--- src/assert_macros.svh ---
// Assertion macros for the encoder RTL.
// Depends on a clock named clk and an active-low reset named rst_n in the using module.
`ifndef ASSERT_MACROS_SVH
`define ASSERT_MACROS_SVH

// Check that holds on every clock edge outside reset
`define ASSERT_CLK(label, prop, msg) \
  label: assert property (@(posedge clk) disable iff (!rst_n) (prop)) else $error(msg);

// Implication checked on every clock edge outside reset
`define ASSERT_IMPL(label, ante, cons, msg) \
  label: assert property (@(posedge clk) disable iff (!rst_n) (ante) |-> (cons)) else $error(msg);

// Implication whose consequent is checked in the cycle after the antecedent
`define ASSERT_NEXT(label, ante, cons, msg) \
  label: assert property (@(posedge clk) disable iff (!rst_n) (ante) |=> (cons)) else $error(msg);

`endif

--- src/ric_pkg.sv ---
// Package for the RV32IM instruction encoder: mnemonic codes, formats, error codes,
// opcode constants and the mnemonic lookup table. No dependencies.
package ric_pkg;

  // Widths of the fields
  localparam int unsigned KindW = 5;
  localparam int unsigned RegW  = 5;
  localparam int unsigned XlenW = 32;
  localparam int unsigned ErrW  = 2;
  localparam int unsigned FmtW  = 3;
  localparam int unsigned OpcW  = 7;
  localparam int unsigned F3W   = 3;
  localparam int unsigned F7W   = 7;

  // Mnemonic codes
  localparam logic [KindW-1:0] KIND_ADD     = 5'd0;
  localparam logic [KindW-1:0] KIND_AND     = 5'd1;
  localparam logic [KindW-1:0] KIND_OR      = 5'd2;
  localparam logic [KindW-1:0] KIND_SLL     = 5'd3;
  localparam logic [KindW-1:0] KIND_SLT     = 5'd4;
  localparam logic [KindW-1:0] KIND_SRA     = 5'd5;
  localparam logic [KindW-1:0] KIND_SRL     = 5'd6;
  localparam logic [KindW-1:0] KIND_SUB     = 5'd7;
  localparam logic [KindW-1:0] KIND_XOR     = 5'd8;
  localparam logic [KindW-1:0] KIND_MUL     = 5'd9;
  localparam logic [KindW-1:0] KIND_DIV     = 5'd10;
  localparam logic [KindW-1:0] KIND_REM     = 5'd11;
  localparam logic [KindW-1:0] KIND_ADDI    = 5'd12;
  localparam logic [KindW-1:0] KIND_ANDI    = 5'd13;
  localparam logic [KindW-1:0] KIND_ORI     = 5'd14;
  localparam logic [KindW-1:0] KIND_LB      = 5'd15;
  localparam logic [KindW-1:0] KIND_LD      = 5'd16;
  localparam logic [KindW-1:0] KIND_LH      = 5'd17;
  localparam logic [KindW-1:0] KIND_LW      = 5'd18;
  localparam logic [KindW-1:0] KIND_JALR    = 5'd19;
  localparam logic [KindW-1:0] KIND_SB      = 5'd20;
  localparam logic [KindW-1:0] KIND_SW      = 5'd21;
  localparam logic [KindW-1:0] KIND_SD      = 5'd22;
  localparam logic [KindW-1:0] KIND_SH      = 5'd23;
  localparam logic [KindW-1:0] KIND_BEQ     = 5'd24;
  localparam logic [KindW-1:0] KIND_BNE     = 5'd25;
  localparam logic [KindW-1:0] KIND_BGE     = 5'd26;
  localparam logic [KindW-1:0] KIND_BLT     = 5'd27;
  localparam logic [KindW-1:0] KIND_AUIPC   = 5'd28;
  localparam logic [KindW-1:0] KIND_LUI     = 5'd29;
  localparam logic [KindW-1:0] KIND_JAL     = 5'd30;
  localparam logic [KindW-1:0] KIND_UNKNOWN = 5'd31;

  // Instruction formats
  localparam logic [FmtW-1:0] FMT_R  = 3'd0;
  localparam logic [FmtW-1:0] FMT_I  = 3'd1;
  localparam logic [FmtW-1:0] FMT_S  = 3'd2;
  localparam logic [FmtW-1:0] FMT_SB = 3'd3;
  localparam logic [FmtW-1:0] FMT_U  = 3'd4;
  localparam logic [FmtW-1:0] FMT_UJ = 3'd5;

  // Error codes
  localparam logic [ErrW-1:0] ERR_OK    = 2'd0;
  localparam logic [ErrW-1:0] ERR_RANGE = 2'd1;
  localparam logic [ErrW-1:0] ERR_KIND  = 2'd2;

  // Major opcodes
  localparam logic [OpcW-1:0] OPC_OP     = 7'b0110011;
  localparam logic [OpcW-1:0] OPC_OP_IMM = 7'b0010011;
  localparam logic [OpcW-1:0] OPC_LOAD   = 7'b0000011;
  localparam logic [OpcW-1:0] OPC_JALR   = 7'b1100111;
  localparam logic [OpcW-1:0] OPC_STORE  = 7'b0100011;
  localparam logic [OpcW-1:0] OPC_BRANCH = 7'b1100011;
  localparam logic [OpcW-1:0] OPC_AUIPC  = 7'b0010111;
  localparam logic [OpcW-1:0] OPC_LUI    = 7'b0110111;
  localparam logic [OpcW-1:0] OPC_JAL    = 7'b1101111;

  // funct7 values
  localparam logic [F7W-1:0] F7_BASE = 7'b0000000;
  localparam logic [F7W-1:0] F7_ALT  = 7'b0100000;
  localparam logic [F7W-1:0] F7_MULDIV = 7'b0000001;

  typedef struct packed {
    logic [FmtW-1:0] fmt;
    logic [OpcW-1:0] opc;
    logic [F3W-1:0]  f3;
    logic [F7W-1:0]  f7;
  } kind_desc_t;

  // Per-mnemonic format and fixed fields; unknown codes give an all-zero entry
  function automatic kind_desc_t kind_lookup(input logic [KindW-1:0] kind);
    kind_desc_t d;
    d = '{fmt: FMT_R, opc: '0, f3: '0, f7: '0};
    case (kind)
      KIND_ADD:   d = '{FMT_R,  OPC_OP,     3'd0, F7_BASE};
      KIND_AND:   d = '{FMT_R,  OPC_OP,     3'd7, F7_BASE};
      KIND_OR:    d = '{FMT_R,  OPC_OP,     3'd6, F7_BASE};
      KIND_SLL:   d = '{FMT_R,  OPC_OP,     3'd1, F7_BASE};
      KIND_SLT:   d = '{FMT_R,  OPC_OP,     3'd2, F7_BASE};
      KIND_SRA:   d = '{FMT_R,  OPC_OP,     3'd5, F7_ALT};
      KIND_SRL:   d = '{FMT_R,  OPC_OP,     3'd5, F7_BASE};
      KIND_SUB:   d = '{FMT_R,  OPC_OP,     3'd0, F7_ALT};
      KIND_XOR:   d = '{FMT_R,  OPC_OP,     3'd4, F7_BASE};
      KIND_MUL:   d = '{FMT_R,  OPC_OP,     3'd0, F7_MULDIV};
      KIND_DIV:   d = '{FMT_R,  OPC_OP,     3'd4, F7_MULDIV};
      KIND_REM:   d = '{FMT_R,  OPC_OP,     3'd6, F7_MULDIV};
      KIND_ADDI:  d = '{FMT_I,  OPC_OP_IMM, 3'd0, F7_BASE};
      KIND_ANDI:  d = '{FMT_I,  OPC_OP_IMM, 3'd7, F7_BASE};
      KIND_ORI:   d = '{FMT_I,  OPC_OP_IMM, 3'd6, F7_BASE};
      KIND_LB:    d = '{FMT_I,  OPC_LOAD,   3'd0, F7_BASE};
      KIND_LD:    d = '{FMT_I,  OPC_LOAD,   3'd3, F7_BASE};
      KIND_LH:    d = '{FMT_I,  OPC_LOAD,   3'd1, F7_BASE};
      KIND_LW:    d = '{FMT_I,  OPC_LOAD,   3'd2, F7_BASE};
      KIND_JALR:  d = '{FMT_I,  OPC_JALR,   3'd0, F7_BASE};
      KIND_SB:    d = '{FMT_S,  OPC_STORE,  3'd0, F7_BASE};
      KIND_SW:    d = '{FMT_S,  OPC_STORE,  3'd2, F7_BASE};
      KIND_SD:    d = '{FMT_S,  OPC_STORE,  3'd3, F7_BASE};
      KIND_SH:    d = '{FMT_S,  OPC_STORE,  3'd1, F7_BASE};
      KIND_BEQ:   d = '{FMT_SB, OPC_BRANCH, 3'd0, F7_BASE};
      KIND_BNE:   d = '{FMT_SB, OPC_BRANCH, 3'd1, F7_BASE};
      KIND_BGE:   d = '{FMT_SB, OPC_BRANCH, 3'd5, F7_BASE};
      KIND_BLT:   d = '{FMT_SB, OPC_BRANCH, 3'd4, F7_BASE};
      KIND_AUIPC: d = '{FMT_U,  OPC_AUIPC,  3'd0, F7_BASE};
      KIND_LUI:   d = '{FMT_U,  OPC_LUI,    3'd0, F7_BASE};
      KIND_JAL:   d = '{FMT_UJ, OPC_JAL,    3'd0, F7_BASE};
      default:    d = '{fmt: FMT_R, opc: '0, f3: '0, f7: '0};
    endcase
    return d;
  endfunction

endpackage

--- src/ric_encode.sv ---
// Combinational encoder: one decoded instruction in, machine word, error and format out.
// Depends on ric_pkg.
module ric_encode (
  input  logic [ric_pkg::KindW-1:0]  kind,
  input  logic [ric_pkg::RegW-1:0]   dest_reg,
  input  logic [ric_pkg::RegW-1:0]   src_reg_a,
  input  logic [ric_pkg::RegW-1:0]   src_reg_b,
  input  logic [ric_pkg::XlenW-1:0]  immediate,
  input  logic [ric_pkg::XlenW-1:0]  pc,
  input  logic [ric_pkg::XlenW-1:0]  target_address,
  output logic [ric_pkg::XlenW-1:0]  machine_word,
  output logic [ric_pkg::ErrW-1:0]   error,
  output logic [ric_pkg::FmtW-1:0]   format
);

  ric_pkg::kind_desc_t        desc;
  logic [ric_pkg::XlenW-1:0]  off;
  logic                       imm12_ok;
  logic                       off13_ok;
  logic                       imm20u_ok;
  logic [ric_pkg::XlenW-1:0]  word;
  logic [ric_pkg::ErrW-1:0]   err;

  assign desc = ric_pkg::kind_lookup(kind);
  assign off  = target_address - pc;

  // Range checks: upper bits must be a pure sign extension (or zero for U)
  assign imm12_ok  = (&immediate[31:11]) | ~(|immediate[31:11]);
  assign off13_ok  = (&off[31:12]) | ~(|off[31:12]);
  assign imm20u_ok = ~(|immediate[31:20]);

  // Field placement per format
  always_comb begin
    word = '0;
    err  = ric_pkg::ERR_OK;
    case (desc.fmt)
      ric_pkg::FMT_R: begin
        word = {desc.f7, src_reg_b, src_reg_a, desc.f3, dest_reg, desc.opc};
      end
      ric_pkg::FMT_I: begin
        if (!imm12_ok) err = ric_pkg::ERR_RANGE;
        word = {immediate[11:0], src_reg_a, desc.f3, dest_reg, desc.opc};
      end
      ric_pkg::FMT_S: begin
        if (!imm12_ok) err = ric_pkg::ERR_RANGE;
        word = {immediate[11:5], dest_reg, src_reg_a, desc.f3, immediate[4:0], desc.opc};
      end
      ric_pkg::FMT_SB: begin
        if (!off13_ok) err = ric_pkg::ERR_RANGE;
        word = {off[12], off[10:5], src_reg_b, src_reg_a, desc.f3,
                off[4:1], off[11], desc.opc};
      end
      ric_pkg::FMT_U: begin
        if (!imm20u_ok) err = ric_pkg::ERR_RANGE;
        word = {immediate[19:0], dest_reg, desc.opc};
      end
      ric_pkg::FMT_UJ: begin
        // offset wraps to 21 bits, never flagged
        word = {off[20], off[10:1], off[11], off[19:12], dest_reg, desc.opc};
      end
      default: begin
        word = '0;
        err  = ric_pkg::ERR_KIND;
      end
    endcase
    if (kind == ric_pkg::KIND_UNKNOWN) err = ric_pkg::ERR_KIND;
  end

  assign error        = err;
  assign machine_word = (err == ric_pkg::ERR_OK) ? word : '0;
  assign format       = (kind == ric_pkg::KIND_UNKNOWN) ? ric_pkg::FMT_R : desc.fmt;

endmodule

--- src/riscv_instruction_encoder.sv ---
// Top level of the RV32IM instruction encoder: input register, encoder, result register.
// Depends on ric_pkg, ric_encode and assert_macros.svh.
//
//  channel | direction | payload                                         | handshake
//  in_     | input     | kind, dest_reg, src_reg_a, src_reg_b, imm, pc,   | in_valid/in_ready
//          |           | target_address                                  |
//  out_    | output    | machine_word, error, format                     | out_valid/out_ready
//
// One instruction per cycle sustained while out_ready stays high; a taken beat passes the input and result registers.
// The path between the input register and the result register is the kind lookup and the
// 32-bit target minus pc subtraction with its range check.
// rst_n (synchronous) empties both stages; payload registers are not reset.
// A stall on out_ready fills the input stage and then drops in_ready; no beat is lost.
`include "assert_macros.svh"

module riscv_instruction_encoder (
  input  logic                        clk,
  input  logic                        rst_n,
  input  logic                        in_valid,
  output logic                        in_ready,
  input  logic [ric_pkg::KindW-1:0]   in_kind,
  input  logic [ric_pkg::RegW-1:0]    in_dest_reg,
  input  logic [ric_pkg::RegW-1:0]    in_src_reg_a,
  input  logic [ric_pkg::RegW-1:0]    in_src_reg_b,
  input  logic [ric_pkg::XlenW-1:0]   in_immediate,
  input  logic [ric_pkg::XlenW-1:0]   in_pc,
  input  logic [ric_pkg::XlenW-1:0]   in_target_address,
  output logic                        out_valid,
  input  logic                        out_ready,
  output logic [ric_pkg::XlenW-1:0]   out_machine_word,
  output logic [ric_pkg::ErrW-1:0]    out_error,
  output logic [ric_pkg::FmtW-1:0]    out_format
);

  // Input stage
  logic                       s1_valid_r, s1_valid_nxt;
  logic [ric_pkg::KindW-1:0]  kind_r;
  logic [ric_pkg::RegW-1:0]   dest_reg_r;
  logic [ric_pkg::RegW-1:0]   src_reg_a_r;
  logic [ric_pkg::RegW-1:0]   src_reg_b_r;
  logic [ric_pkg::XlenW-1:0]  immediate_r;
  logic [ric_pkg::XlenW-1:0]  pc_r;
  logic [ric_pkg::XlenW-1:0]  target_r;

  // Result stage
  logic                       s2_valid_r, s2_valid_nxt;
  logic [ric_pkg::XlenW-1:0]  word_r;
  logic [ric_pkg::ErrW-1:0]   error_r;
  logic [ric_pkg::FmtW-1:0]   format_r;

  logic [ric_pkg::XlenW-1:0]  enc_word;
  logic [ric_pkg::ErrW-1:0]   enc_error;
  logic [ric_pkg::FmtW-1:0]   enc_format;

  logic in_take;
  logic s2_load;

  // Handshake: result stage loads when empty or being drained
  assign s2_load  = s1_valid_r && (!s2_valid_r || out_ready);
  assign in_ready = !s1_valid_r || s2_load;
  assign in_take  = in_valid && in_ready;

  always_comb begin
    s1_valid_nxt = s1_valid_r;
    if (in_take) begin
      s1_valid_nxt = 1'b1;
    end else if (s2_load) begin
      s1_valid_nxt = 1'b0;
    end
  end

  always_comb begin
    s2_valid_nxt = s2_valid_r;
    if (s2_load) begin
      s2_valid_nxt = 1'b1;
    end else if (out_ready) begin
      s2_valid_nxt = 1'b0;
    end
  end

  // Valid flags
  always_ff @(posedge clk) begin
    if (!rst_n) begin
      s1_valid_r <= 1'b0;
      s2_valid_r <= 1'b0;
    end else begin
      s1_valid_r <= s1_valid_nxt;
      s2_valid_r <= s2_valid_nxt;
    end
  end

  // Input payload capture
  always_ff @(posedge clk) begin
    if (in_take) begin
      kind_r      <= in_kind;
      dest_reg_r  <= in_dest_reg;
      src_reg_a_r <= in_src_reg_a;
      src_reg_b_r <= in_src_reg_b;
      immediate_r <= in_immediate;
      pc_r        <= in_pc;
      target_r    <= in_target_address;
    end
  end

  ric_encode u_encode (
    .kind           (kind_r),
    .dest_reg       (dest_reg_r),
    .src_reg_a      (src_reg_a_r),
    .src_reg_b      (src_reg_b_r),
    .immediate      (immediate_r),
    .pc             (pc_r),
    .target_address (target_r),
    .machine_word   (enc_word),
    .error          (enc_error),
    .format         (enc_format)
  );

  // Result capture
  always_ff @(posedge clk) begin
    if (s2_load) begin
      word_r   <= enc_word;
      error_r  <= enc_error;
      format_r <= enc_format;
    end
  end

  assign out_valid        = s2_valid_r;
  assign out_machine_word = word_r;
  assign out_error        = error_r;
  assign out_format       = format_r;

  // Checks
  `ASSERT_IMPL(a_err_word_zero, out_valid && (out_error != ric_pkg::ERR_OK),
               out_machine_word == '0, "machine word not zero on error")
  `ASSERT_IMPL(a_kind_fmt, out_valid && (out_error == ric_pkg::ERR_KIND),
               out_format == ric_pkg::FMT_R, "unknown kind must report format R")
  `ASSERT_NEXT(a_load_shows, s2_load, out_valid, "loaded result not presented")
  `ASSERT_NEXT(a_hold_s1, s1_valid_r && !s2_load, s1_valid_r, "pending beat dropped")

endmodule
--- config.mk ---
export PLATFORM = sky130hd
export DESIGN_NAME = riscv_instruction_encoder
export DESIGN_NICKNAME = d
export VERILOG_FILES = /design/src/ric_pkg.sv /design/src/ric_encode.sv /design/src/riscv_instruction_encoder.sv
export VERILOG_INCLUDE_DIRS = /design/src /design/src/src
export SDC_FILE = /design/constraint.sdc
export NUM_CORES = 1
export LEC_CHECK = 0
export BUFFER_PORTS_ARGS = -buffer_cell sky130_fd_sc_hd__buf_2
export CAP_MARGIN = 20
export CORE_UTILIZATION = 40
export CTS_CLUSTER_DIAMETER = 200
export DETAILED_ROUTE_END_ITERATION = 6
export PLACE_DENSITY = 0.66
export REMOVE_ABC_BUFFERS = 1
export SLEW_MARGIN = 15
export SYNTH_ARGS = -nofsm -noshare
export SYNTH_HDL_FRONTEND = slang
export SYNTH_HIERARCHICAL = 1
export SYNTH_SLANG_ARGS = --single-unit
--- constraint.sdc ---
create_clock -name clk -period 9.8 [get_ports clk]
set_input_delay 0.98 -clock clk [delete_from_list [all_inputs] [get_ports clk]]
set_output_delay 0.98 -clock clk [all_outputs]
set_load 0.03 [all_outputs]
# Word-level counts from Yosys, hierarchy flattened

Memories as Yosys holds them, arrays and structs flattened. A register that Yosys moved wholly into a read port is not among the register bits.
Cells that the tools add are included.

$add $sub $neg: 1
Multiply operators: 0
Divide/modulo/power cells: 0
Order comparisons: 0
Equality and inequality tests: 6
Shifts and indexed selects: 0
Muxes and demuxes: 11
Bitwise gates (word level): 4
Reductions and logical operators: 17

Operators by type and width:

| operator                                                         | number |
|---|---|
| 32-bit case mux with 6 select lines                              | 1 |
| 32-bit subtractor                                                | 1 |
| 21-bit AND reduction                                             | 1 |
| 21-bit OR reduction                                              | 1 |
| 20-bit AND reduction                                             | 1 |
| 20-bit OR reduction                                              | 1 |
| 12-bit OR reduction                                              | 1 |
| 2-bit case mux with 4 select lines                               | 1 |
| 1-bit two-way mux                                                | 7 |
| 3-bit by 2-bit == test with 1-bit output (second input constant) | 2 |
| 3-bit == test (second input constant)                            | 2 |
| 5-bit == test (second input constant)                            | 1 |
| 5-bit two-way mux                                                | 1 |
| 2-bit nonzero test                                               | 2 |
| 2-bit OR reduction                                               | 2 |
| 3-bit by 1-bit == test with 1-bit output (second input constant) | 1 |
| 3-bit logical NOT                                                | 1 |
| 1-bit logical AND                                                | 2 |
| 1-bit logical NOT                                                | 2 |
| 2-bit logical NOT                                                | 1 |
| 1-bit logical OR                                                 | 2 |
| 2-bit two-way mux                                                | 1 |
| 1-bit NOT                                                        | 2 |
| 1-bit OR                                                         | 2 |

Register bits: 155
Bits in latches: 0
Bits in writable memories: 0
ROM bits: 480
Input port bits: 120
Output and inout bits: 39
Word-level logic and storage cells: 52
Memories: 1

Memory list:

| name            | depth | width | rd ports | clocked after Yosys merged registers in | write ports | RTL line      | RTL |
|---|---|---|---|---|---|---|---|
| (no name shown) | 32    | 15    | 1        | 1                                       | 0           | ric_pkg.sv:89 | `case (kind)` |

# Depth between registers and ports, before layout

Gate-level depths: netlist of run 1.

Word-level depth: 8
Depth in mapped cells: 16
Mapped depth without buffers: 12

# Hierarchy

Netlist of run 1, hierarchy kept.

By module, submodules not included:

| module                    | times used | cells an instance | area each (sq um) | sequential area each (sq um) |
|---|---|---|---|---|
| riscv_instruction_encoder | 1          | 162               | 4698.3            | 4634.4 |
| ric_encode                | 1          | 620               | 4028.9            | 0.0 |

# Worst setup path before layout of run 1

No wires, ideal clock.

Kind: input to register
Start point: input port out_ready
End point: register dest_reg_r[0] (netlist bit) (enable)
Setup time: 0.630 ns
Arrival: 6.633 ns
Data required time: 9.170 ns
Path slack: 2.538 ns
Cell stages on the path: 2
Buffers on the path: 0
Cell sequence: nor2b_4 > a21oi_1

Cells in the longest elaborated chain, start to end: 4

Ends and longest elaborated chain:

| what                   | RTL line                        | RTL |
|---|---|---|
| start: declaration     | riscv_instruction_encoder.sv:29 | `input logic out_ready,` |
| 1-bit logical OR       | riscv_instruction_encoder.sv:59 | `assign s2_load = s1_valid_r && (!s2_valid_r \|\| out_ready);` |
| 1-bit logical AND      | riscv_instruction_encoder.sv:59 |  |
| 1-bit logical OR       | riscv_instruction_encoder.sv:60 | `assign in_ready = !s1_valid_r \|\| s2_load;` |
| 1-bit logical AND      | riscv_instruction_encoder.sv:61 | `assign in_take = in_valid && in_ready;` |
| via in_take            | riscv_instruction_encoder.sv:55 | `logic in_take;` |
| end signal: assignment | riscv_instruction_encoder.sv:96 | `dest_reg_r <= in_dest_reg;` |
| end: declaration       | riscv_instruction_encoder.sv:38 | `logic [ric_pkg::RegW-1:0] dest_reg_r;` |

The timed path passes the listed nets, and every way through them passes these cells.
A chain may end at the register's enable or synchronous reset.

# Final worst setup path of run 1

Start point: register kind_r[2] (netlist bit)
End point: register word_r, in the netlist out_machine_word[0], data pin

Cells in the longest elaborated chain, start to end: 3

Ends and longest elaborated chain:

| what                     | RTL line                         | RTL |
|---|---|---|
| start: declaration       | riscv_instruction_encoder.sv:37  | `logic [ric_pkg::KindW-1:0] kind_r;` |
| start signal: assignment | riscv_instruction_encoder.sv:95  | `kind_r <= in_kind;` |
| 5-bit == test            | ric_encode.sv:66                 | `if (kind == ric_pkg::KIND_UNKNOWN) err = ric_pkg::ERR_KIND;` |
| 2-bit two-way mux        | ric_encode.sv:66                 |  |
| 2-bit logical NOT        | ric_encode.sv:70                 | `assign machine_word = (err == ric_pkg::ERR_OK) ? word : '0;` |
| end signal: assignment   | riscv_instruction_encoder.sv:121 | `word_r <= enc_word;` |
| end: declaration         | riscv_instruction_encoder.sv:47  | `logic [ric_pkg::XlenW-1:0] word_r;` |

No other way between the ends.

==> impl_metrics.csv, run 1 <==
group,metric,value,unit
power_and_ir_drop,power.density,176.2,nW/um^2
power_and_ir_drop,leakagePower,0.004075,uW
yosys,yosysMostFrequentCell,"edfxtp_1",
floorplanning,die_area,22410,um^2
drt,vias_per_cell,5.602,
clock_tree,hold_buffers,0,
yosys,ys_seq_area_frac,0.5310,
min_path,hold-path-endpoint,"s1_valid_r$_SDFFE_PN0P_",
power_and_ir_drop,internal_power,1284,uW
power_and_ir_drop,seqPwrFrac,0.439,
clock_tree,cts_setup_buffers,0,
finish,n_antenna_cell,0,
timing,fin_crit_sh,0.4284,
yosys,synth_area_leaders,"edfxtp_1, ha_1, a21oi_1",
finish,nFillCells,1980,
clock_tree,ctsLongestPathBuffers,2,
timing,setup_violations,0,
global_routing,grt_pass1_vias,6473,
finish,area_delta_synth_final,17.92,%
min_path,hold_path_startpoint,"out_valid$_SDFFE_PN0P_",
drt,totalWireLength,22.59,mm
yosys,yosysTopAreaCellShare,0.5265,
clock_tree,cts_root_buffer,"clkbuf_16",
timing,rsz0062_at_grt,"false",
yosys,synth_cell_type_count,89,
global_routing,overflow,0,
yosys,avgSynthCellArea,11.16,um^2
timing,tightest_slew,1.050,ns
yosys,ys_ff_latch,155,
clock_tree,cts-buffers-inserted,17,
placement,dp_hpwl,16.97,mm
global_routing,grt_max_degree,72,
clock_tree,path_clk_slew,0.07,ns
worst_setup_path,regToRegStartpoint,"kind_r[2]$_DFFE_PP_",
floorplanning,ios,159,
worst_setup_path,timing.rr.end,"out_machine_word[0]$_DFFE_PP_",
min_path,hold_class,"register to register",
timing,setup_tns,0,ns
worst_setup_path,crit_top_cell,"nor2_1",
timing,holdWs,0.5289,ns
worst_setup_path,crit_type,"register to register",
finish,layout.nets,1084,
job,drv_cap,0,
timing,max_slew_margin,0.2966,
clock_tree,clock_latency,0.43,ns
drt,firstDrtPassIters,7,
power_and_ir_drop,combPwrFrac,0.189,
yosys,synth_edf_count,153,
yosys,synth_area_leader_cell,"edfxtp_1",
yosys,yosysWarnings,6,
clock_tree,cts_resized,0,
timing,slew_violations,0,
worst_setup_path,critPathCaptureType,"register",
finish,layout-drive-gt1-share,0.2689,
drt,vias,6790,
placement,io_buffers,158,
min_path,min_path_cells,2,
timing,fin_crit,4.198,ns
timing,hold_viol_final,0,
worst_setup_path,crit_start,"kind_r[2]$_DFFE_PP_",
worst_setup_path,max_stage_delay,0.89,ns
worst_setup_path,r2r_slack,5.60,ns
yosys,synth-main-ff-cell,"edfxtp_1",
global_routing,grt_pass1_wl,34.63,mm
worst_setup_path,slowest_stage,"nor2_1",
clock_tree,cts-htree-levels,4,
worst_setup_path,arrival,4.35,ns
power_and_ir_drop,p_clk_frac,0.372,
worst_setup_path,worst_r2r_path_depth,11,
worst_setup_path,startpoint_type,"register",
power_and_ir_drop,p_sw_frac,0.2921,
global_routing,track_usage,0.2049,
power_and_ir_drop,peakVddDrop,102.9,uV
yosys,synth_cells,782,
floorplanning,core-area,21220,um^2
clock_tree,cts_sinks,155,
timing,fmax,0.2382,GHz
timing,skew,0.01245,ns
yosys,async_flop_share,0,
worst_setup_path,critPathRequiredTime,9.95,ns
yosys,syn-cell-area,8727,um^2
worst_setup_path,crit_path_cell_trace,"nand4b_1, nor2_1, and3_1, a31oi_1, nor2_1, nor4b_1, o311a_1, nand4_1, and3b_1, buf_4, nor2_1",
drt,initialDrtViolationCount,570,
global_routing,antenna_found_initial,0,
floorplanning,initial_utilization,0.4113,
floorplanning,die_y,149.7,um
run_status,status,"complete, no violations",
power_and_ir_drop,power_switching,529.7,uW
floorplanning,die_w,149.7,um
floorplanning,rows,53,
drt,final_antenna_net_count,0,
clock_tree,tritoncts,"yes",
drt,drc,0,
placement,gp_congestion,0.9506,
drt,routedWlPerCell,18.64,um
yosys,yosys-top-cells-count,"edfxtp_1, nand2_1, a21oi_1, nor2_1, inv_1",
worst_setup_path,crit_path_max_fanout,32,
-- worst max-delay path by stage --
| stage | endpoint | slack (ns) |
|---|---|---|
| floorplan | dest_reg_r[0]$_DFFE_PP_ | 2.54 |
| global route | out_machine_word[1]$_DFFE_PP_ | 5.34 |
| global placement | out_machine_word[0]$_DFFE_PP_ | 5.96 |
| CTS | out_machine_word[0]$_DFFE_PP_ | 5.79 |
| finish | out_machine_word[0]$_DFFE_PP_ | 5.60 |
| detailed placement | out_machine_word[0]$_DFFE_PP_ | 5.80 |
-- power groups by stage --
stage / Sequential, uW / Clock [uW] / Combinational [uW]
after floorplan: 829 / 0 / 209
after global placement: 810 / 0 / 337
after detailed placement: 812 / 0 / 336
after CTS: 797 / 689 / 339
after global routing: 800 / 715 / 373
final: 797 / 674 / 343
-- logic make-up after synthesis --
logic type,Yosys count,synth area share
muxes,9,0.01276
AOI/OAI and AO/OA,211,0.1604
adders and majority gates,41,0.05936
buffers and inverters,85,0.04760
and+or+nand+nor,261,0.1687
xor gates and xnor gates,20,0.02007
DFF,155,0.5310
-- cells in the final DEF, fill, tap and decap left out, types with 7 or more instances in the layout --
cell       Yosys  layout
edfxtp_1     153     153
nand3_1       18      18
nor3_1        17      17
nor3_2        22      22
xnor2_1       10      10
a21oi_1       64      63
o21a_1         8       8
o21ai_0       43      43
a22oi_1       10      10
nand2_1       72      72
ha_1          39      39
a21o_1         9       9
nand4_1       15      15
xor2_1        10      10
nor4_1        10      10
o31ai_1        7       7
and2_1         7       7
clkbuf_16      0      17
and3_1         9       9
inv_1         44      44
a211oi_1       8       8
buf_2          7     158
nor2_1        53      53
-- state kept, by name (all words and copies together), names as in the netlist --
name and count:
out_format 3, out_error 2, kind_r 5, src_reg_b_r 5, out_machine_word 32, pc_r 32, s1_valid_r 1, src_reg_a_r 5
out_valid 1, target_r 32, dest_reg_r 5, immediate_r 32
-- worst max-delay path, delay by kind of cell (launching register included) --
kind                   cells  cell delay (ns)
AND/OR/NAND/NOR            8             2.55
flip-flops                 1             0.74
buffers and inverters      1             0.41
AO/OA/AOI/OAI              2             0.19
-- final cells by class --
type,count,area [um^2],area share
Sequential cell,155,4634,0.4503
Multi-Input combinational cell,542,3696,0.3591
Timing Repair Buffer,163,848.3,0.08243
Clock buffer,17,425.4,0.04134
Tap cell,275,344.1,0.03343
Clock inverter,15,173.9,0.01690
Inverter,45,168.9,0.01641
-- layer usage --
layer	vias up	wire, um	track usage
li1	3246	-	-
met4	0	567	0.08636
met2	319	10120	0.3063
met3	41	1655	0.03963
met5	-	0	0
met1	3184	10240	0.2894
-- per-stage QoR --
stage	total power [uW]	instances	instance area [um^2]	setup WS, ns	utilization
6_report	1813	1212	10290	5.602	0.4850
5_1_grt	1888	1212	10290	5.344	0.4850
4_1_cts	1825	1212	10290	5.787	0.4850
3_5_place_dp	1148	1180	9692	5.803	0.4567
3_3_place_gp	1147	1179	9664	5.961	0.4554
2_1_floorplan	1037	742	8481	2.538	-
(Power assumes the default switching activity.)
==> run 2, diff against run 1 <==
==> constraint.sdc (replaced) <==
create_clock -name clk -period 4.37 [get_ports clk]
set_input_delay 0.437 -clock clk [delete_from_list [all_inputs] [get_ports clk]]
set_output_delay 0.437 -clock clk [all_outputs]
set_load 0.03 [all_outputs]
==> impl_metrics.csv, run 2 (synthesized netlist as in run 1, its figures left out) <==
group,metric,value,unit
run_status,status,"complete, no violations",
floorplanning,die_y,149.7,um
job,drv_cap,0,
drt,final_antenna_net_count,0,
finish,layout.nets,1093,
floorplanning,ios,159,
global_routing,track_usage,0.2079,
min_path,hold_path_startpoint,"in_immediate[24]",
global_routing,grt_pass1_vias,6358,
drt,routedWlPerCell,18.66,um
clock_tree,cts_root_buffer,"clkbuf_16",
floorplanning,initial_utilization,0.4113,
timing,skew,0.01352,ns
drt,totalWireLength,22.79,mm
power_and_ir_drop,leakagePower,0.004118,uW
timing,max_slew_margin,0.2877,
power_and_ir_drop,power,4062,uW
timing,holdWs,0.1705,ns
worst_setup_path,r2r_slack,0.48,ns
placement,io_buffers,158,
worst_setup_path,crit_buf_inv,1,
worst_setup_path,slowest_stage,"ha_1",
clock_tree,hold_buffers,0,
worst_setup_path,crit_family,"compound AO/OA/AOI/OAI gates",
clock_tree,cts_setup_buffers,0,
global_routing,grt_max_degree,70,
floorplanning,rows,53,
worst_setup_path,startpoint_type,"register",
worst_setup_path,critPathRequiredTime,4.57,ns
timing,hold_viol_final,0,
finish,n_antenna_cell,0,
floorplanning,core-area,21220,um^2
power_and_ir_drop,peakVddDrop,207.0,uV
min_path,hold_class,"primary input to register",
worst_setup_path,crit_type,"register to register",
floorplanning,die_w,149.7,um
timing,fin_crit_sh,0.8903,
worst_setup_path,crit_path_max_fanout,32,
clock_tree,ctsLongestPathBuffers,2,
global_routing,overflow,0,
finish,most-common-layout-cells,"buf_2, edfxtp_1, nand2_1",
timing,slew_violations,0,
global_routing,grt_pass1_wl,34.76,mm
worst_setup_path,regToRegStartpoint,"target_r[15]$_DFFE_PP_",
placement,gp_congestion,0.9186,
drt,drc,0,
floorplanning,die_area,22410,um^2
finish,layout-drive-gt1-share,0.2770,
finish,area_delta_synth_final,18.85,%
drt,vias_per_cell,5.505,
timing,tightest_slew,1.066,ns
clock_tree,cts-htree-levels,4,
worst_setup_path,max_stage_delay,0.42,ns
placement,dp_hpwl,17.01,mm
worst_setup_path,arrival,4.09,ns
global_routing,antenna_found_initial,0,
min_path,min_path_cells,1,
power_and_ir_drop,power.density,391.6,nW/um^2
clock_tree,clock_latency,0.43,ns
finish,layout_commonest_cell,"buf_2",
timing,rsz0062_at_grt,"false",
drt,firstDrtPassIters,7,
clock_tree,path_clk_slew,0.08,ns
clock_tree,cts_resized,0,
min_path,hold-path-endpoint,"immediate_r[24]$_DFFE_PP_",
timing,fmax,0.2570,GHz
clock_tree,tritoncts,"yes",
worst_setup_path,worst_r2r_path_depth,12,
drt,initialDrtViolationCount,581,
drt,vias,6722,
worst_setup_path,crit_path_cell_trace,"ha_1, a21oi_1, o21ai_1, a211o_1, o31ai_1, nor3b_1, o221ai_1, and4bb_2, nand4_1, and3b_1, buf_4, and2_1",
worst_setup_path,critPathCaptureType,"register",
clock_tree,cts_sinks,155,
timing,fin_crit,3.891,ns
timing,setup_violations,0,
clock_tree,cts-buffers-inserted,17,
worst_setup_path,timing.rr.end,"out_error[0]$_DFFE_PP_",
## run 2: cell count changes in the layout (fill, tap and decap cells not counted), sizes merged
| cell | delta |
|---|---|
| buf | +9 |
| bufinv | -2 |
| clkinv | +4 |
| inv | -2 |
## run 2: cell type report
| cell class | count | area [um^2] |
|---|---|---|
| clock buffer | 17 | 425.4 |
| clock inverter | 15 | 187.7 |
| fill | 1967 | 10850 |
| inverter | 45 | 168.9 |
| multi-input combinational | 542 | 3696 |
| sequential | 155 | 4634 |
| tap | 275 | 344.1 |
| timing repair buffer | 172 | 915.9 |
## run 2: worst max-delay path by stage
| stage | slack (ns) | to | depth (start not counted) | start |
|---|---|---|---|---|
| detailed placement | 0.51 | out_error[0]$_DFFE_PP_ | 12 | target_r[15]$_DFFE_PP_ |
| global placement | 0.47 | out_machine_word[3]$_DFFE_PP_ | 13 | pc_r[15]$_DFFE_PP_ |
| finish | 0.48 | out_error[0]$_DFFE_PP_ | 12 | target_r[15]$_DFFE_PP_ |
| global route | 0.22 | out_machine_word[3]$_DFFE_PP_ | 12 | target_r[15]$_DFFE_PP_ |
| CTS | 0.51 | out_error[0]$_DFFE_PP_ | 12 | target_r[15]$_DFFE_PP_ |
| floorplan | -2.49 | dest_reg_r[0]$_DFFE_PP_ | 2 | out_valid$_SDFFE_PN0P_ |
## run 2: metal layers
layer | routed length [um] | share of wire | track usage | vias to the layer above
li1 | - | - | - | 3267
met1 | 10290 | 0.45 | 0.2923 | 3156
met2 | 10240 | 0.45 | 0.3106 | 266
met3 | 1725 | 0.076 | 0.04329 | 33
met4 | 533 | 0.023 | 0.08586 | 0
met5 | 0 | 0 | 0 | -
## run 2: report_power, final
group	total (uW)	internal (uW)	switching [uW]
clock	1500	778	717
sequential	1780	1740	40.5
combinational	786	281	505
## run 2: per-stage QoR
step	TNS [ns]	utilization	worst slack, ns	area, um^2	cells
2_1_floorplan	-288.72	-	-2.489	8481	742
3_3_place_gp	0	0.4586	0.4744	9732	1188
3_5_place_dp	0	0.4599	0.5078	9759	1189
4_1_cts	0	0.4888	0.5089	10370	1221
5_1_grt	0	0.4888	0.2156	10370	1221
6_report	0	0.4888	0.4795	10370	1221
==> run 3, diff against run 2 <==
--- a/config.mk
+++ b/config.mk
@@ -8,6 +8,7 @@
 export LEC_CHECK = 0
 export BUFFER_PORTS_ARGS = -buffer_cell sky130_fd_sc_hd__buf_2
 export CAP_MARGIN = 20
+export CORE_MARGIN = 2
 export CORE_UTILIZATION = 40
 export CTS_CLUSTER_DIAMETER = 200
 export DETAILED_ROUTE_END_ITERATION = 6
==> constraint.sdc (replaced) <==
create_clock -name clk -period 4.37 [get_ports clk]
set_input_delay 0.874 -clock clk [delete_from_list [all_inputs] [get_ports clk]]
set_output_delay 0.874 -clock clk [all_outputs]
set_load 0.03 [all_outputs]
==> impl_metrics.csv, run 3 (synthesized netlist as in run 1, its figures left out) <==
group,metric,value,unit
global_routing,grt_pass1_vias,6418,
drt,firstDrtPassIters,6,
run_status,status,"complete, no violations",
drt,final_antenna_net_count,0,
finish,layout.nets,1091,
clock_tree,ctsLongestPathBuffers,2,
clock_tree,hold_buffers,0,
placement,io_buffers,158,
floorplanning,rows,54,
finish,area_delta_synth_final,18.35,%
finish,layout_commonest_cell,"buf_2",
clock_tree,cts-htree-levels,4,
worst_setup_path,crit_type,"register to register",
worst_setup_path,crit_buf_inv,1,
power_and_ir_drop,peakVddDrop,248.4,uV
timing,fin_crit_sh,0.8861,
timing,slew_violations,0,
timing,fin_crit,3.872,ns
drt,initialDrtViolationCount,561,
drt,vias_per_cell,5.499,
global_routing,grtUsageMet3,0.03802,
placement,dp_hpwl,16.75,mm
worst_setup_path,crit_family,"compound AO/OA/AOI/OAI gates",
power_and_ir_drop,power,4066,uW
finish,n_antenna_cell,0,
worst_setup_path,startpoint_type,"register",
global_routing,track_usage,0.1971,
timing,fin_ws,0.4976,ns
clock_tree,cts_setup_buffers,0,
floorplanning,initial_utilization,0.4036,
timing,fmax,0.2582,GHz
global_routing,grt_pass1_wl,34.48,mm
placement,dp_slack,0.5102,ns
timing,max_slew_margin,0.3016,
timing,setup_violations,0,
global_routing,overflow,0,
worst_setup_path,critPathCaptureType,"register",
timing,rsz0062_at_grt,"false",
worst_setup_path,max_stage_delay,0.50,ns
drt,totalWireLength,22.42,mm
clock_tree,clock_latency,0.43,ns
floorplanning,die_y,151.7,um
clock_tree,cts_root_buffer,"clkbuf_16",
power_and_ir_drop,power.density,393.7,nW/um^2
finish,layout-drive-gt1-share,0.2744,
clock_tree,path_clk_slew,0.07,ns
timing,skew,0.009071,ns
timing,tightest_slew,1.045,ns
clock_tree,tritoncts,"yes",
timing,hold_viol_final,0,
drt,vias,6731,
job,drv_cap,0,
drt,drc,0,
clock_tree,cts_resized,0,
floorplanning,ios,159,
global_routing,grt_max_degree,74,
power_and_ir_drop,leakagePower,0.004103,uW
worst_setup_path,crit_path_cell_trace,"ha_1, nand2_1, o21ai_1, mux2_2, a31o_2, a311oi_2, nor4b_1, o311a_1, nand4_1, and3b_1, buf_4, and2_1",
worst_setup_path,critPathRequiredTime,4.55,ns
placement,gp_congestion,1.031,
clock_tree,cts_sinks,155,
global_routing,busiest_layer,"met2",
floorplanning,core-area,21620,um^2
min_path,hold_class,"register to register",
floorplanning,die_w,151.7,um
floorplanning,die_area,23020,um^2
finish,most-common-layout-cells,"buf_2, edfxtp_1, nand2_1",
drt,routedWlPerCell,18.31,um
clock_tree,cts-buffers-inserted,17,
worst_setup_path,slowest_stage,"ha_1",
worst_setup_path,arrival,4.06,ns
global_routing,met1_usage,0.2795,
worst_setup_path,crit_path_max_fanout,32,
global_routing,antenna_found_initial,0,
global_routing,met2_usage,0.2948,
==> run 3: cell count changes in the layout (fill, tap and decap cells not counted), sizes merged <==
cell and change:
buf -2, bufinv +2, clkbuf +2, inv +1, clkinv -5
==> run 3: worst paths after layout <==
kind                                             start                       to  slack [ns]  depth (start not counted)
worst min-delay path            out_valid$_SDFFE_PN0P_  s1_valid_r$_SDFFE_PN0P_        0.53                          2
worst max-delay path            target_r[16]$_DFFE_PP_   out_error[0]$_DFFE_PP_        0.50                         12
worst max register to register  target_r[16]$_DFFE_PP_   out_error[0]$_DFFE_PP_        0.50                         12
worst min register to register  out_valid$_SDFFE_PN0P_  s1_valid_r$_SDFFE_PN0P_        0.53                          2
==> run 3: worst register-to-register path, cell delays in order (launching register included) <==
cell      delay (ns)
edfxtp_1        0.37
ha_1            0.50
nand2_1         0.16
o21ai_1         0.32
mux2_2          0.38
a31o_2          0.22
a311oi_2        0.36
nor4b_1         0.31
o311a_1         0.22
nand4_1         0.10
and3b_1         0.18
buf_4           0.28
and2_1          0.25
==> run 3: layout make-up <==
| type | count | area, um^2 |
|---|---|---|
| clock buffer | 19 | 442.9 |
| clock inverter | 13 | 155.1 |
| fill | 2019 | 11290 |
| inverter | 45 | 168.9 |
| multi-input combinational | 542 | 3696 |
| sequential | 155 | 4634 |
| tap | 280 | 350.3 |
| timing repair buffer | 170 | 880.8 |
==> run 3: routing by layer <==
layer,wire length [um],vias up
met1,10340,3176
li1,-,3261
met5,0,-
met2,10080,252
met3,1347,42
met4,642,0
==> run 3: stage by stage <==
stage / instance area [um^2] / setup TNS [ns] / hold slack (ns) / std cells / util
final: 10330 / 0 / 0.5297 / 1224 / 0.4777
after global routing: 10330 / 0 / 0.5608 / 1224 / 0.4777
after CTS: 10330 / 0 / 0.5367 / 1224 / 0.4777
after detailed placement: 9731 / 0 / 0.5255 / 1192 / 0.4501
after global placement: 9731 / 0 / 0.5124 / 1192 / 0.4501
after floorplan: 8481 / -323.23 / 0.5322 / 742 / -
==> run 3: power breakdown <==
group	internal (uW)	switching, uW	total (uW)
combinational	277	501	778
sequential	1740	38.4	1780
clock	875	634	1510
total	2890	1170	4070
